===== src/fnorm_pkg.sv =====
// Shared types, constants and tables of the feature normalizer.
`timescale 1ns / 1ps
package fnorm_pkg;

  typedef enum logic [2:0] {
    MODE_NONE    = 3'd0,
    MODE_LINEAR  = 3'd1,
    MODE_SIGMOID = 3'd2,
    MODE_DSIG    = 3'd3,
    MODE_ZSCORE  = 3'd4,
    MODE_IQZ     = 3'd5
  } mode_e;

  typedef enum logic [2:0] {
    REG_MODE  = 3'd0,
    REG_MIN   = 3'd1,
    REG_MAX   = 3'd2,
    REG_MEAN  = 3'd3,
    REG_SIGMA = 3'd4,
    REG_MED   = 3'd5,
    REG_QLOW  = 3'd6,
    REG_QHIGH = 3'd7
  } reg_idx_e;

  typedef enum logic [1:0] {
    KIND_LIN = 2'd0,
    KIND_Z   = 2'd1,
    KIND_SIG = 2'd2
  } kind_e;

  localparam int Q_W        = 32;
  localparam int EXP_BITS   = 21;
  localparam int DIV_NUM_W  = 52;
  localparam int DIV_DEN_W  = 33;
  localparam int REC_NUM_W  = 17;
  localparam int REC_DEN_W  = 34;
  localparam int SHIFT_LIN  = 16;
  localparam int SHIFT_Z    = 13;
  localparam int SHIFT_SIG  = 19;

  localparam logic signed [31:0] Q_ONE   = 32'sd65536;
  localparam logic signed [31:0] Q_HALF  = 32'sd32768;
  localparam logic signed [31:0] S32_MAX = 32'sh7fffffff;
  localparam logic signed [31:0] S32_MIN = 32'sh80000000;
  localparam logic [20:0]        U_LIMIT = 21'd1048576;

  localparam logic [31:0] EXP_TAB [EXP_BITS] = '{
    32'd4294901760, 32'd4294836226, 32'd4294705160, 32'd4294443040, 32'd4293918848,
    32'd4292870656, 32'd4290775039, 32'd4286586875, 32'd4278222805, 32'd4261543595,
    32'd4228380000, 32'd4162825044, 32'd4034748382, 32'd3790295335, 32'd3344923893,
    32'd2605029347, 32'd1580030169, 32'd581260615,  32'd78665070,   32'd1440801,
    32'd483
  };

  typedef struct packed {
    logic [2:0]         mode;
    logic signed [31:0] stat_minimum;
    logic signed [31:0] stat_maximum;
    logic signed [31:0] stat_mean;
    logic signed [31:0] stat_sigma;
    logic signed [31:0] stat_median;
    logic signed [31:0] quantile_low;
    logic signed [31:0] quantile_high;
  } cfg_t;

  typedef struct packed {
    logic               bypass;
    logic signed [31:0] byp_val;
    logic               fault;
    kind_e              kind;
    logic               neg;
  } side_t;

  localparam int SIDE_BITS = $bits(side_t);

  typedef struct packed {
    logic               fin;
    logic               fault;
    logic               tneg;
    logic signed [31:0] val;
    logic [20:0]        u;
  } mid_t;

  localparam int LATENCY = 2 + DIV_NUM_W + 1 + EXP_BITS + 1 + REC_NUM_W + 1;

endpackage


===== src/fnorm_cfg.sv =====
// Configuration register bank.
`timescale 1ns / 1ps
module fnorm_cfg import fnorm_pkg::*; (
  input  logic        clk_i,
  input  logic        rst_ni,
  input  logic        cfg_valid_i,
  output logic        cfg_ready_o,
  input  logic [2:0]  cfg_index_i,
  input  logic [31:0] cfg_data_i,
  output cfg_t        cfg_o
);

  cfg_t cfg_q;

  assign cfg_ready_o = 1'b1;
  assign cfg_o       = cfg_q;

  always_ff @(posedge clk_i or negedge rst_ni) begin
    if (!rst_ni) begin
      cfg_q.mode          <= MODE_NONE;
      cfg_q.stat_minimum  <= '0;
      cfg_q.stat_maximum  <= Q_ONE;
      cfg_q.stat_mean     <= '0;
      cfg_q.stat_sigma    <= Q_ONE;
      cfg_q.stat_median   <= '0;
      cfg_q.quantile_low  <= '0;
      cfg_q.quantile_high <= Q_ONE;
    end else if (cfg_valid_i) begin
      unique case (reg_idx_e'(cfg_index_i))
        REG_MODE:  cfg_q.mode          <= cfg_data_i[2:0];
        REG_MIN:   cfg_q.stat_minimum  <= cfg_data_i;
        REG_MAX:   cfg_q.stat_maximum  <= cfg_data_i;
        REG_MEAN:  cfg_q.stat_mean     <= cfg_data_i;
        REG_SIGMA: cfg_q.stat_sigma    <= cfg_data_i;
        REG_MED:   cfg_q.stat_median   <= cfg_data_i;
        REG_QLOW:  cfg_q.quantile_low  <= cfg_data_i;
        REG_QHIGH: cfg_q.quantile_high <= cfg_data_i;
        default: ;
      endcase
    end
  end

endmodule


===== config.mk =====
export PLATFORM = sky130hd
export DESIGN_NAME = fnorm_cfg
export DESIGN_NICKNAME = d
export VERILOG_FILES = /design/src/fnorm_pkg.sv /design/src/fnorm_cfg.sv
export SDC_FILE = /design/constraint.sdc
export NUM_CORES = 1
export LEC_CHECK = 0
export ABC_AREA = 0
export BUFFER_PORTS_ARGS = -buffer_cell sky130_fd_sc_hd__buf_2
export CORE_MARGIN = 2
export CORE_UTILIZATION = 41
export DETAILED_ROUTE_END_ITERATION = 7
export HOLD_SLACK_MARGIN = 0.1
export MAX_ROUTING_LAYER = met4
export PLACE_DENSITY = 0.71
export RECOVER_POWER = 50
export REMOVE_ABC_BUFFERS = 1
export SKIP_CTS_REPAIR_TIMING = 1
export SLEW_MARGIN = 20
export SYNTH_ARGS = -nofsm -noshare
export SYNTH_HDL_FRONTEND = slang
export SYNTH_SLANG_ARGS = --single-unit

===== constraint.sdc =====
create_clock -name clk_i -period 1.8 [get_ports clk_i]
set_input_delay 0.27 -clock clk_i [delete_from_list [all_inputs] [get_ports clk_i]]
set_output_delay 0.27 -clock clk_i [all_outputs]
set_load 0.005 [all_outputs]

==> flow_summary.yaml <==
timing:
  maxSlewHeadroom: 0.285
  maxSlewViolCount: 0
  setup_slack_ps: 297
  hold_violations: 0
  rsz0062_at_grt: "no"
  final.min_clock_period_ps: 1500
  max_freq_mhz: 665
  setup_viol: 0
  period_share: 0.835
  worst_slew_pin_slew_ps: 1070
  clock_skew_ps: 0
critical_path:
  start_kind: "input pin"
  worstSetupPathType: "input pin to register"
  critPathMaxStageDelay_ps: 800
  path_cells: "buf_2, nand4b_2, dlymetal6s2s_1, mux2_2"
  crit_arrival_ps: 1890
  critPathSlowestCell: "dlymetal6s2s_1"
  critPathTopFamily: "buffers and inverters"
  worst-path-buf-inv: 2
  crit_path_end_kind: "register"
  cp_max_fo: 18
  worst_ep_required_time_ps: 2180
logic_synthesis:
  synth_seq_cells: 227
  yosys_warnings: 0
  synth_top_area_frac: 0.637
  ys_types: 15
  ys_top_cells_by_count: "224 x dfrtp_1, 181 x mux2_2, 45 x mux2_4"
  synthFlopType: "dfrtp_1"
  synthTopCellsByArea: "dfrtp_1 64%, mux2_2 23%, mux2_4 7.7%, buf_6 1.7%, dfstp_2 0.90%"
  synth_area_mm2: 0.00879
  synth-edff-count: 0
  yosysSeqAreaShare: 0.646
  synth.avg_cell_area_um2: 17.9
  yosysTopAreaCell: "dfrtp_1"
  synthCells: 492
  synth_most_common_cell: "dfrtp_1"
  postSynth.asyncResetShare: 1.00
detailed_routing:
  wl_met1_um: 9290
  top_layer_used: "met4"
  drc: 0
  routedWlPerCell_um: 18.9
  met2_length_um: 9670
  dr_total_vias: 5293
  detail_route.first_pass.iterations: 4
  wirelength_um: 20500
  dr_wl_met3_um: 1280
  antenna_left: 0
  via_per_inst: 4.89
  drt_iter0_drc: 81
power:
  leakagePower_nw: 5.51
  p_sw_mw: 3.71
  finalPower_mw: 14.7
  clkPwrFrac: 0.338
  p_seq_frac: 0.462
  p_int_mw: 11.0
  vdd.ir_drop.worst_mv: 0.777
  power.density_mw_per_mm2: 1300
  power_frac_comb: 0.199
  p_sw_frac: 0.252
layout:
  instances_no_fill: 1083
  antenna_cells: 0
  largest_reg_flops: 227
  syn2layout_area_growth_pct: 29.2
  drive_above_1_share: 0.675
  final_nets: 829
placed_design:
  post-place-ws_ps: 159
  hpwl_um: 13700
  routabilityCongestion: 0.724
  dp.cells: 1021
  portBuffers: 264
floorplanning:
  core-area_mm2: 0.0210
  die-area_mm2: 0.0226
  die_width_um: 150
  io_pins: 266
  dieHeight_um: 150
  start_util: 0.418
  rows: 53
grt:
  grt_start_max_net_pins: 56
  grt_pass1_vias: 5338
  grt_pass1_wl_um: 31000
  grt-ovfl-total: 0
  antenna_found_initial: 0
  track_usage: 0.181
clock_network:
  cts-root-buf: "clkbuf_16"
  clk_pin_slew_ps: 60
  cts_tree: "yes"
  cts.htree.levels: 1
  clock_path_buffers: 3
  cts_sinks: 227
  clk_latency_ps: 500
  tritoncts.num_buffers: 24
flow_run:
  cap_violations: 0
status:
  status: "completed"
hold_path:
  hold_path_class: "input pin to register"
-- layout make-up --
| class | count | area (µm²) |
|---|---|---|
| Sequential cell | 227 | 5680 |
| Timing Repair Buffer | 302 | 1690 |
| Clock buffer | 35 | 713 |
| Multi-Input combinational cell | 236 | 2830 |
| Fill cell | 1749 | 9660 |
| Clock inverter | 8 | 96.3 |
| Tap cell | 275 | 344 |
-- path summary, 6_finish.rpt --
path / from / to / slack [ps] / depth (start not counted)
max: cfg_index_i[0] / cfg_o[49]$_DFFE_PN0P_ / 300 / 4
min: cfg_data_i[24] / cfg_o[120]$_DFFE_PN0P_ / 100 / 2
max reg2reg: cfg_o[12]$_DFFE_PN0P_ / cfg_o[12]$_DFFE_PN0P_ / 1000 / 1
min reg2reg: cfg_o[224]$_DFFE_PN0P_ / cfg_o[224]$_DFFE_PN0P_ / 490 / 1
max in group asynchronous: rst_ni / cfg_o[57]$_DFFE_PN0P_ / 360 / 3
min in group asynchronous: rst_ni / cfg_o[122]$_DFFE_PN0P_ / 460 / 2
-- per-stage QoR --
stage               hold WS [ps]   util  TNS [ps]  area (µm²)
detailed placement           237  0.499         0       10500
global route                 100  0.540         0       11400
floorplan                  -25.6      -   -134510        8510
finish                       101  0.540         0       11400
CTS                         -305  0.537         0       11300
global placement             236  0.499         0       10500
-- power by group through the flow --
stage | Sequential [mW] | Combinational (mW) | Clock, mW
after floorplan | 6.96 | 1.18 | 0
after global placement | 6.85 | 2.93 | 0
after detailed placement | 6.89 | 3.00 | 0
after CTS | 6.82 | 3.01 | 5.11
after global routing | 6.96 | 3.21 | 5.35
final | 6.82 | 2.94 | 4.99
-- cell families after synthesis --
kind of cell  after synthesis  synth area share
flops                     227             0.646
other cells                 1          0.000426
buf+inv                    29            0.0317
simple gates                8            0.0115
mux                       227             0.310
-- layer usage --
metal,GRT usage,vias up
met2,0.277,177
met4,0.0354,0
met3,0.0385,24
li1,-,2359
met5,-,-
met1,0.254,2733
-- placed cells by master (no fill, tap or decap) --
cell type       netlist  routed
clkinv_4              0       1
and4bb_2              0       2
buf_4                 3       1
clkbuf_2              0       6
clkbuf_8              0       5
bufinv_16             0       2
clkinvlp_4            0       1
nand4_1               1       1
nor4bb_4              0       1
conb_1                1       1
mux2_4               45      43
buf_2                10     261
mux2_1                1       5
buf_12                3       5
dfrtp_1             224     224
mux2_2              181     179
clkinv_2              0       4
nor4b_1               0       1
dfstp_2               3       3
dlygate4sd3_1         0      19
clkbuf_1              0      11
nand4b_2              3       3
dlymetal6s2s_1        0       1
clkbuf_4              0       3
clkbuf_16             0      25
Power figures use the tool's default switching activity.
