--- src/fnorm_pkg.sv ---
// Shared types, constants and tables of the feature normalizer.
`timescale 1ns / 1ps
package fnorm_pkg;

  typedef enum logic [2:0] {
    MODE_NONE    = 3'd0,
    MODE_LINEAR  = 3'd1,
    MODE_SIGMOID = 3'd2,
    MODE_DSIG    = 3'd3,
    MODE_ZSCORE  = 3'd4,
    MODE_IQZ     = 3'd5
  } mode_e;

  typedef enum logic [2:0] {
    REG_MODE  = 3'd0,
    REG_MIN   = 3'd1,
    REG_MAX   = 3'd2,
    REG_MEAN  = 3'd3,
    REG_SIGMA = 3'd4,
    REG_MED   = 3'd5,
    REG_QLOW  = 3'd6,
    REG_QHIGH = 3'd7
  } reg_idx_e;

  typedef enum logic [1:0] {
    KIND_LIN = 2'd0,
    KIND_Z   = 2'd1,
    KIND_SIG = 2'd2
  } kind_e;

  localparam int Q_W        = 32;
  localparam int EXP_BITS   = 21;
  localparam int DIV_NUM_W  = 52;
  localparam int DIV_DEN_W  = 33;
  localparam int REC_NUM_W  = 17;
  localparam int REC_DEN_W  = 34;
  localparam int SHIFT_LIN  = 16;
  localparam int SHIFT_Z    = 13;
  localparam int SHIFT_SIG  = 19;

  localparam logic signed [31:0] Q_ONE   = 32'sd65536;
  localparam logic signed [31:0] Q_HALF  = 32'sd32768;
  localparam logic signed [31:0] S32_MAX = 32'sh7fffffff;
  localparam logic signed [31:0] S32_MIN = 32'sh80000000;
  localparam logic [20:0]        U_LIMIT = 21'd1048576;

  localparam logic [31:0] EXP_TAB [EXP_BITS] = '{
    32'd4294901760, 32'd4294836226, 32'd4294705160, 32'd4294443040, 32'd4293918848,
    32'd4292870656, 32'd4290775039, 32'd4286586875, 32'd4278222805, 32'd4261543595,
    32'd4228380000, 32'd4162825044, 32'd4034748382, 32'd3790295335, 32'd3344923893,
    32'd2605029347, 32'd1580030169, 32'd581260615,  32'd78665070,   32'd1440801,
    32'd483
  };

  typedef struct packed {
    logic [2:0]         mode;
    logic signed [31:0] stat_minimum;
    logic signed [31:0] stat_maximum;
    logic signed [31:0] stat_mean;
    logic signed [31:0] stat_sigma;
    logic signed [31:0] stat_median;
    logic signed [31:0] quantile_low;
    logic signed [31:0] quantile_high;
  } cfg_t;

  typedef struct packed {
    logic               bypass;
    logic signed [31:0] byp_val;
    logic               fault;
    kind_e              kind;
    logic               neg;
  } side_t;

  localparam int SIDE_BITS = $bits(side_t);

  typedef struct packed {
    logic               fin;
    logic               fault;
    logic               tneg;
    logic signed [31:0] val;
    logic [20:0]        u;
  } mid_t;

  localparam int LATENCY = 2 + DIV_NUM_W + 1 + EXP_BITS + 1 + REC_NUM_W + 1;

endpackage

--- src/fnorm_front.sv ---
// Two setup stages: difference, divisor, magnitudes and special cases.
`timescale 1ns / 1ps
module fnorm_front import fnorm_pkg::*; (
  input  logic                 clk_i,
  input  logic                 rst_ni,
  input  logic                 valid_i,
  input  logic signed [31:0]   sample_i,
  input  cfg_t                 cfg_i,
  output logic                 valid_o,
  output logic [DIV_NUM_W-1:0] num_o,
  output logic [DIV_DEN_W-1:0] den_o,
  output side_t                side_o
);

  logic               v1_q;
  logic [2:0]         mode1_q, mode1_d;
  logic signed [31:0] x1_q;
  logic signed [32:0] d1_q, d1_d, r1_q, r1_d;
  logic               ident1_q, ident1_d;

  logic signed [32:0] xe, mne, mxe, meane, sige, mede, qle, qhe;

  assign xe    = 33'(sample_i);
  assign mne   = 33'(cfg_i.stat_minimum);
  assign mxe   = 33'(cfg_i.stat_maximum);
  assign meane = 33'(cfg_i.stat_mean);
  assign sige  = 33'(cfg_i.stat_sigma);
  assign mede  = 33'(cfg_i.stat_median);
  assign qle   = 33'(cfg_i.quantile_low);
  assign qhe   = 33'(cfg_i.quantile_high);

  always_comb begin
    mode1_d  = cfg_i.mode;
    ident1_d = (cfg_i.stat_minimum == '0) && (cfg_i.stat_maximum == Q_ONE);
    d1_d     = xe - mede;
    r1_d     = qhe - qle;
    unique case (mode_e'(cfg_i.mode))
      MODE_LINEAR: begin
        d1_d = xe - mne;
        r1_d = mxe - mne;
      end
      MODE_DSIG:   r1_d = (xe > mede) ? (qhe - mede) : (mede - qle);
      MODE_ZSCORE: begin
        d1_d = xe - meane;
        r1_d = sige;
      end
      default: ;
    endcase
  end

  always_ff @(posedge clk_i or negedge rst_ni) begin
    if (!rst_ni) begin
      v1_q <= 1'b0;
    end else begin
      v1_q <= valid_i;
    end
  end

  always_ff @(posedge clk_i) begin
    mode1_q  <= mode1_d;
    x1_q     <= sample_i;
    d1_q     <= d1_d;
    r1_q     <= r1_d;
    ident1_q <= ident1_d;
  end

  logic [32:0]          mag_d, mag_r;
  logic                 dpos, dneg, rzero;
  logic [DIV_NUM_W-1:0] num_base, num_d;
  side_t                side_d;
  logic                 v2_q;
  logic [DIV_NUM_W-1:0] num_q;
  logic [DIV_DEN_W-1:0] den_q;
  side_t                side_q;

  assign mag_d    = d1_q[32] ? 33'(-d1_q) : 33'(d1_q);
  assign mag_r    = r1_q[32] ? 33'(-r1_q) : 33'(r1_q);
  assign dneg     = d1_q[32];
  assign dpos     = !d1_q[32] && (d1_q != '0);
  assign rzero    = (r1_q == '0);
  assign num_base = DIV_NUM_W'(mag_d);

  always_comb begin
    side_d.bypass  = 1'b1;
    side_d.byp_val = x1_q;
    side_d.fault   = 1'b0;
    side_d.kind    = KIND_LIN;
    side_d.neg     = d1_q[32] ^ r1_q[32];
    num_d          = num_base << SHIFT_LIN;
    unique case (mode_e'(mode1_q))
      MODE_LINEAR: begin
        if (!ident1_q) begin
          side_d.bypass = rzero;
          side_d.fault  = rzero;
          side_d.byp_val = dpos ? S32_MAX : (dneg ? S32_MIN : '0);
        end
      end
      MODE_SIGMOID, MODE_DSIG: begin
        side_d.kind    = KIND_SIG;
        side_d.bypass  = rzero;
        side_d.fault   = rzero;
        side_d.byp_val = dpos ? Q_ONE : (dneg ? '0 : Q_HALF);
        num_d          = num_base << SHIFT_SIG;
      end
      MODE_ZSCORE, MODE_IQZ: begin
        side_d.kind    = KIND_Z;
        side_d.bypass  = rzero;
        side_d.fault   = rzero;
        side_d.byp_val = dpos ? S32_MAX : (dneg ? S32_MIN : Q_HALF);
        num_d          = num_base << SHIFT_Z;
      end
      default: ;
    endcase
  end

  always_ff @(posedge clk_i or negedge rst_ni) begin
    if (!rst_ni) begin
      v2_q <= 1'b0;
    end else begin
      v2_q <= v1_q;
    end
  end

  always_ff @(posedge clk_i) begin
    num_q  <= num_d;
    den_q  <= mag_r;
    side_q <= side_d;
  end

  assign valid_o = v2_q;
  assign num_o   = num_q;
  assign den_o   = den_q;
  assign side_o  = side_q;

endmodule

--- config.mk ---
export PLATFORM = sky130hd
export DESIGN_NAME = fnorm_front
export DESIGN_NICKNAME = d
export VERILOG_FILES = /design/src/fnorm_pkg.sv /design/src/fnorm_front.sv
export SDC_FILE = /design/constraint.sdc
export NUM_CORES = 1
export LEC_CHECK = 0
export BUFFER_PORTS_ARGS = -buffer_cell sky130_fd_sc_hd__buf_2
export CORE_MARGIN = 10
export CORE_UTILIZATION = 35
export CTS_CLUSTER_SIZE = 16
export DETAILED_ROUTE_END_ITERATION = 12
export SYNTH_ARGS = -nofsm -noshare
export SYNTH_HDL_FRONTEND = slang
export SYNTH_SLANG_ARGS = --single-unit
--- constraint.sdc ---
create_clock -name clk_i -period 7.9 [get_ports clk_i]
set_input_delay 1.185 -clock clk_i [delete_from_list [all_inputs] [get_ports clk_i]]
set_output_delay 1.185 -clock clk_i [all_outputs]
set_load 0.03 [all_outputs]
==> impl_metrics.tcl, run 1 <==
set metrics [dict create \
    cp.arrival_ps 5550 \
    cts_hold_buf 0 \
    cp_top_family "simple AND/OR/NAND/NOR gates" \
    drc 0 \
    crit_path_top_delay_cell "and2_2" \
    antenna_cells 0 \
    vias 19290 \
    start_util_pct 35.46 \
    endpoint_kind "flop" \
    netlist_instances 2368 \
    detail-route-antenna-nets 0 \
    row_count 83 \
    clockBufferDepth 3 \
    drt_first_pass_iters 6 \
    rsz0062_at_grt "no" \
    area_delta_synth_final_pct 18.64 \
    yosysWarnings 0 \
    clkTransAtPathRegs_ps 60 \
    hold_viol 0 \
    power.share.sequential_pct 30.3 \
    post_cts_buffers 0 \
    drv_cap 0 \
    p_int_mw 2.789 \
    fmax_mhz 195.2 \
    critPathLaunchType "input port" \
    nets 3181 \
    leakage_nw 10.18 \
    min_period_over_period_pct 64.84 \
    synth-edff-count 0 \
    drive_gt1_share_pct 16.65 \
    synth-seq-cells 213 \
    status "completed" \
    synth_flop_cell "dfxtp_1" \
    maxSlewHeadroom_pct 12.43 \
    io_buffers 371 \
    grt_pass1_vias 18630 \
    io_pins 385 \
    dpl_cell_area_sq_um 20760 \
    max_stage_delay_ps 680 \
    swShare_pct 41.62 \
    p_clk_share_pct 25.8 \
    grtUsageTotal_pct 25.36 \
    critPathKind "in2reg" \
    final_cell_area_sq_um 21620 \
    final_common_cell "buf_2" \
    htreeDepth 1 \
    synth_cell_types 83 \
    hold_path.class "reg2reg" \
    worst_pin_slew_ps 1302 \
    critPathBufInv 1 \
    synth_area_sq_um 18230 \
    tritoncts "built" \
    crit_fanout 34 \
    avgRoutedWirePerCell_um 24.04 \
    maxSlewViolCount 0 \
    cts_resized 0 \
    drt-total-wl_um 82030 \
    dieArea_sq_um 61600 \
    via_per_inst 5.654 \
    synth_async_sr_flop_share_pct 0.9390 \
    finalSetupTns_ps 0 \
    ys_seq_area_share_pct 23.45 \
    clock_skew_ps 19.39 \
    fp.dieW_um 248.2 \
    layout_min_cycle_time_ps 5122 \
    power_density_nw_per_um2 221.0 \
    coreArea_sq_um 51410 \
    required_ps 8330 \
    grt_max_degree 72 \
    cts_sinks 213 \
    cts_made_buffers 25 \
    gp_congestion 0.9375 \
    dieHeight_um 248.2 \
    switchingPower_mw 1.989 \
    peakVddDrop_v 0.0001395 \
    setup_violations 0 \
    avgSynthCellArea_sq_um 7.697 \
    overflow 0 \
    cp_cell_sequence "buf_2 > nor2_1 > and2_2 > nor2_1 > a21oi_1 > ha_1 > nor2b_1 > o2111a_1 > nor4_1 > o21ai_0 > and2_1 > a31o_2 > a41o_1 > a311oi_1 > xor2_1 > o21ai_0" \
    pwr-share-comb_pct 43.8 \
    root_buffer "clkbuf_16" \
    finalWorstSetupSlack_ps 2778 \
    place_ws_ps 2329 \
    grt_pass1_wl_um 118500 \
    insertion_delay_ps 560 \
    drt_iter0_drc 1700 \
    hpwl_um 70070 \
    antenna_found_initial 5 \
    most-common-layout-cells "buf_2 (371), a21oi_1 (218), nand2_1 (214)" \
]
[routing by layer]
| metal | routed length, um | vias up | part of all wire [%] | GRT usage, % |
|---|---|---|---|---|
| met2 | 36960 | 786 | 45 | 41.90 |
| met3 | 6744 | 102 | 8.2 | 4.499 |
| met1 | 36470 | 9140 | 44 | 33.79 |
| met4 | 1805 | 6 | 2.2 | 5.792 |
| met5 | 41 | - | 0.050 | 0 |
| li1 | - | 9258 | - | - |
[final timing paths]
kind	from	end	slack (ps)	depth (start not counted)
setup reg to reg	r1_q[4]$_DFF_P_	side_o[36]$_DFF_P_	3410	12
hold reg to reg	v1_q$_DFF_PN0_	valid_o$_DFF_PN0_	370	0
min in group asynchronous	rst_ni	valid_o$_DFF_PN0_	400	1
hold / removal	v1_q$_DFF_PN0_	valid_o$_DFF_PN0_	370	0
max in group asynchronous	rst_ni	v1_q$_DFF_PN0_	7390	1
setup / recovery	cfg_i[225]	d1_q[19]$_DFF_P_	2780	16
[synthesized netlist by cell type (7+ instances only)]
cell type / count / area, sq um
or4_1: 13 / 97.59
a21oi_1: 218 / 1091
or2_2: 11 / 68.82
nand2_1: 215 / 807.0
and2_1: 11 / 68.82
nand2b_1: 33 / 206.5
and4_1: 7 / 61.31
buf_1: 8 / 30.03
nor2b_1: 24 / 150.1
a22oi_1: 38 / 285.3
buf_4: 13 / 97.59
nor3_1: 41 / 205.2
ha_1: 199 / 2490
o211ai_1: 23 / 172.7
o41ai_1: 8 / 70.07
dfxtp_1: 211 / 4224
nor4_1: 27 / 168.9
o31ai_1: 32 / 240.2
o21ai_0: 194 / 970.9
and3_1: 23 / 143.9
or3_1: 17 / 106.4
mux2i_1: 11 / 110.1
clkbuf_1: 54 / 202.7
xnor2_1: 144 / 1261
a222oi_1: 10 / 100.1
a211oi_1: 23 / 172.7
nor2_1: 204 / 765.7
nand4_1: 21 / 131.4
nand3_1: 36 / 180.2
o21a_1: 27 / 202.7
o22ai_1: 8 / 50.05
xor2_1: 73 / 639.4
a311oi_1: 7 / 61.31
a21o_1: 97 / 728.2
o21bai_1: 19 / 142.6
a31oi_1: 25 / 156.4
inv_1: 140 / 525.5
[sequential cells by signal, summed over array words and instances (netlist names)]
| name | cells |
|---|---|
| num_o | 39 |
| side_o | 37 |
| d1_q | 33 |
| den_o | 33 |
| r1_q | 33 |
| x1_q | 32 |
| mode1_q | 3 |
| ident1_q | 1 |
| v1_q | 1 |
| valid_o | 1 |
[power by group through the flow]
| stage | Combinational (mW) | Sequential [mW] | Clock, mW |
|---|---|---|---|
| after floorplan | 1.11 | 1.75 | 0 |
| after global placement | 2.07 | 1.47 | 0 |
| after detailed placement | 2.07 | 1.47 | 0 |
| after CTS | 2.08 | 1.45 | 1.26 |
| after global routing | 2.27 | 1.48 | 1.30 |
| final | 2.09 | 1.45 | 1.23 |
[cells by family after synthesis]
group / count (synthesis) / synth area share (%)
compound gates: 792 / 27.67
mux: 11 / 0.6041
other cells: 1 / 0.02057
fa+ha+maj: 205 / 14.32
buf+inv: 219 / 4.805
flops: 213 / 23.45
simple gates: 710 / 18.70
xor+xnor: 217 / 10.43
[layout make-up]
cell class / count / area (sq um)
repair buffers: 386 / 1969
clock inverters: 11 / 182.7
clock buffers: 34 / 679.4
inverters: 140 / 525.5
multi-input cells: 1948 / 13140
well taps: 680 / 850.8
fillers: 5389 / 29780
flip-flops and latches: 213 / 4274
[stage by stage]
| step | hold slack [ps] | utilization [%] | power [mW] | cells |
|---|---|---|---|---|
| 6_report | 366.8 | 42.06 | 4.778 | 3412 |
| 5_1_grt | 353.5 | 42.06 | 5.044 | 3412 |
| 4_1_cts | 368.3 | 42.06 | 4.800 | 3412 |
| 3_5_place_dp | 358.2 | 40.39 | 3.549 | 3367 |
| 3_3_place_gp | 342.1 | 40.39 | 3.541 | 3367 |
| 2_1_floorplan | 331.2 | - | 2.858 | 2380 |
(Power assumes the default switching activity.)
==> run 2, diff against run 1 <==
==> constraint.sdc (replaced) <==
create_clock -name clk_i -period 5.1 [get_ports clk_i]
set_input_delay 0.765 -clock clk_i [delete_from_list [all_inputs] [get_ports clk_i]]
set_output_delay 0.765 -clock clk_i [all_outputs]
set_load 0.03 [all_outputs]
==> impl_metrics.tcl, run 2 (synthesized netlist as in run 1, its figures left out) <==
set metrics [dict create \
    status "finished, violations left" \
    violations "capacitance limit" \
    via_per_inst 5.662 \
    gp_congestion 1.006 \
    cp.arrival_ps 4840 \
    hpwl_um 69830 \
    start_util_pct 35.46 \
    rrSetupSlack_ps 760 \
    cts_resized 0 \
    crit_fanout 3 \
    hold_path.class "in2reg" \
    drv_cap 1 \
    power_density_nw_per_um2 336.4 \
    wl_met3_um 6651 \
    largest_reg_flops 39 \
    overflow 0 \
    min_period_over_period_pct 85.11 \
    grtUsageTotal_pct 25.02 \
    p_int_mw 4.245 \
    top_layer "met5" \
    final_common_cell "buf_2" \
    reg2reg_to "side_o[36]$_DFF_P_" \
    tritoncts "built" \
    drt_iter0_drc 1733 \
    regArea_sq_um 4274 \
    peakVddDrop_v 0.0002149 \
    grt_pass1_wl_um 116700 \
    coreArea_sq_um 51410 \
    drive_gt1_share_pct 17.51 \
    worst_pin_slew_ps 1468 \
    required_ps 5600 \
    dieHeight_um 248.2 \
    pwr-share-comb_pct 44.4 \
    grt_max_degree 72 \
    most-common-layout-cells "buf_2 (371), a21oi_1 (218), nand2_1 (214)" \
    antenna_cells 0 \
    reg2reg_depth 12 \
    grt_pass1_vias 18530 \
    hold_ws_ps 295.4 \
    io_buffers 371 \
    leakage_nw 10.28 \
    drt-total-wl_um 81100 \
    htreeDepth 1 \
    power.share.sequential_pct 30.7 \
    worstHoldStart "valid_i" \
    maxSlewViolCount 0 \
    detail-route-antenna-nets 0 \
    cts_made_buffers 25 \
    nets 3202 \
    antenna_found_initial 6 \
    row_count 83 \
    vias 19440 \
    p_clk_share_pct 25.0 \
    drc 0 \
    holdPathEnd "v1_q$_DFF_PN0_" \
    endpoint_kind "flop" \
    critPathLaunchType "flop" \
    finalSetupTns_ps 0 \
    cts_sinks 213 \
    maxSlewHeadroom_pct 1.244 \
    insertion_delay_ps 580 \
    wl_met1_um 35960 \
    worstHoldPathCells 1 \
    fmax_mhz 230.4 \
    layout_min_cycle_time_ps 4341 \
    switchingPower_mw 3.087 \
    clkTransAtPathRegs_ps 60 \
    met2_length_um 36350 \
    clockBufferDepth 3 \
    rsz0062_at_grt "no" \
    critPathKind "reg2reg" \
    avgRoutedWirePerCell_um 23.62 \
    area_delta_synth_final_pct 19.59 \
    drt_first_pass_iters 5 \
    multi_input_area_sq_um 13140 \
    io_pins 385 \
    place_inst 3387 \
    r2r-start "r1_q[4]$_DFF_P_" \
    setup_violations 0 \
    finalNonFillerCells 3433 \
    fp.dieW_um 248.2 \
    dieArea_sq_um 61600 \
    root_buffer "clkbuf_16" \
    hold_viol 0 \
    clock_skew_ps 26.50 \
    nFillCells 5341 \
    swShare_pct 42.10 \
]
[run 2: changes by cell type in the layout (fill, tap and decap cells not counted), sizes merged]
cell,previous run,this run
clkbuf,34,32
bufinv,4,1
dlygate4sd3,0,1
buf,386,406
clkinv,4,3
inv,141,144
clkinvlp,2,5
[run 2: worst max-delay path, cell delays in order (launching register included)]
cell,delay [ps]
dfxtp_1,330
nor4_1,350
nand2_1,150
or4_1,500
or3_1,430
nand2b_1,220
or4_1,460
or4_1,490
nand2b_1,200
nor3_1,400
ha_1,480
nor2_1,100
a21oi_1,150
[run 2: repair_timing]
action / CTS / global route
setup buffers: 0 / 0
endpoints found under the hold margin: 2 / 0
hold buffers: 1 / 0
[run 2: area by class of cell]
class,instances,area share (%)
multi-input cells,1948,60.30
clock inverters,13,0.6200
flip-flops and latches,213,19.61
repair buffers,407,9.885
clock buffers,32,3.266
inverters,140,2.411
well taps,680,3.904
[run 2: through the flow]
stage                     setup WS, ps  power, mW  cell area, sq um  utilization (%)
after CTS                        888.6      7.360             21800            42.40
after detailed placement         496.6      5.503             20940            40.73
final                            759.2      7.332             21800            42.40
after global placement           438.2      5.481             20940            40.73
after global routing             571.3      7.747             21800            42.40
after floorplan                  555.4      4.427             18270                -
[run 2: power groups by stage]
stage / clock [mW] / combinational [mW] / sequential, mW
2_1_floorplan: 0 / 1.72 / 2.70
3_3_place_gp: 0 / 3.21 / 2.27
3_5_place_dp: 0 / 3.21 / 2.29
4_1_cts: 1.88 / 3.23 / 2.25
5_1_grt: 1.94 / 3.51 / 2.29
6_report: 1.83 / 3.25 / 2.25
[run 2: per-layer routing]
layer | track usage (%) | vias up
met5 | 0 | -
met4 | 7.111 | 4
met3 | 4.188 | 106
met2 | 40.84 | 858
met1 | 33.39 | 9163
li1 | - | 9307
[run 2: worst max-delay path by stage]
stage	from	end	slack [ps]	depth (start not counted)
final	r1_q[4]$_DFF_P_	side_o[36]$_DFF_P_	760	12
after global routing	r1_q[2]$_DFF_P_	side_o[36]$_DFF_P_	570	12
after CTS	r1_q[4]$_DFF_P_	side_o[36]$_DFF_P_	890	12
after detailed placement	cfg_i[224]	d1_q[31]$_DFF_P_	500	16
after global placement	cfg_i[224]	d1_q[19]$_DFF_P_	440	16
after floorplan	cfg_i[225]	d1_q[29]$_DFF_P_	560	18
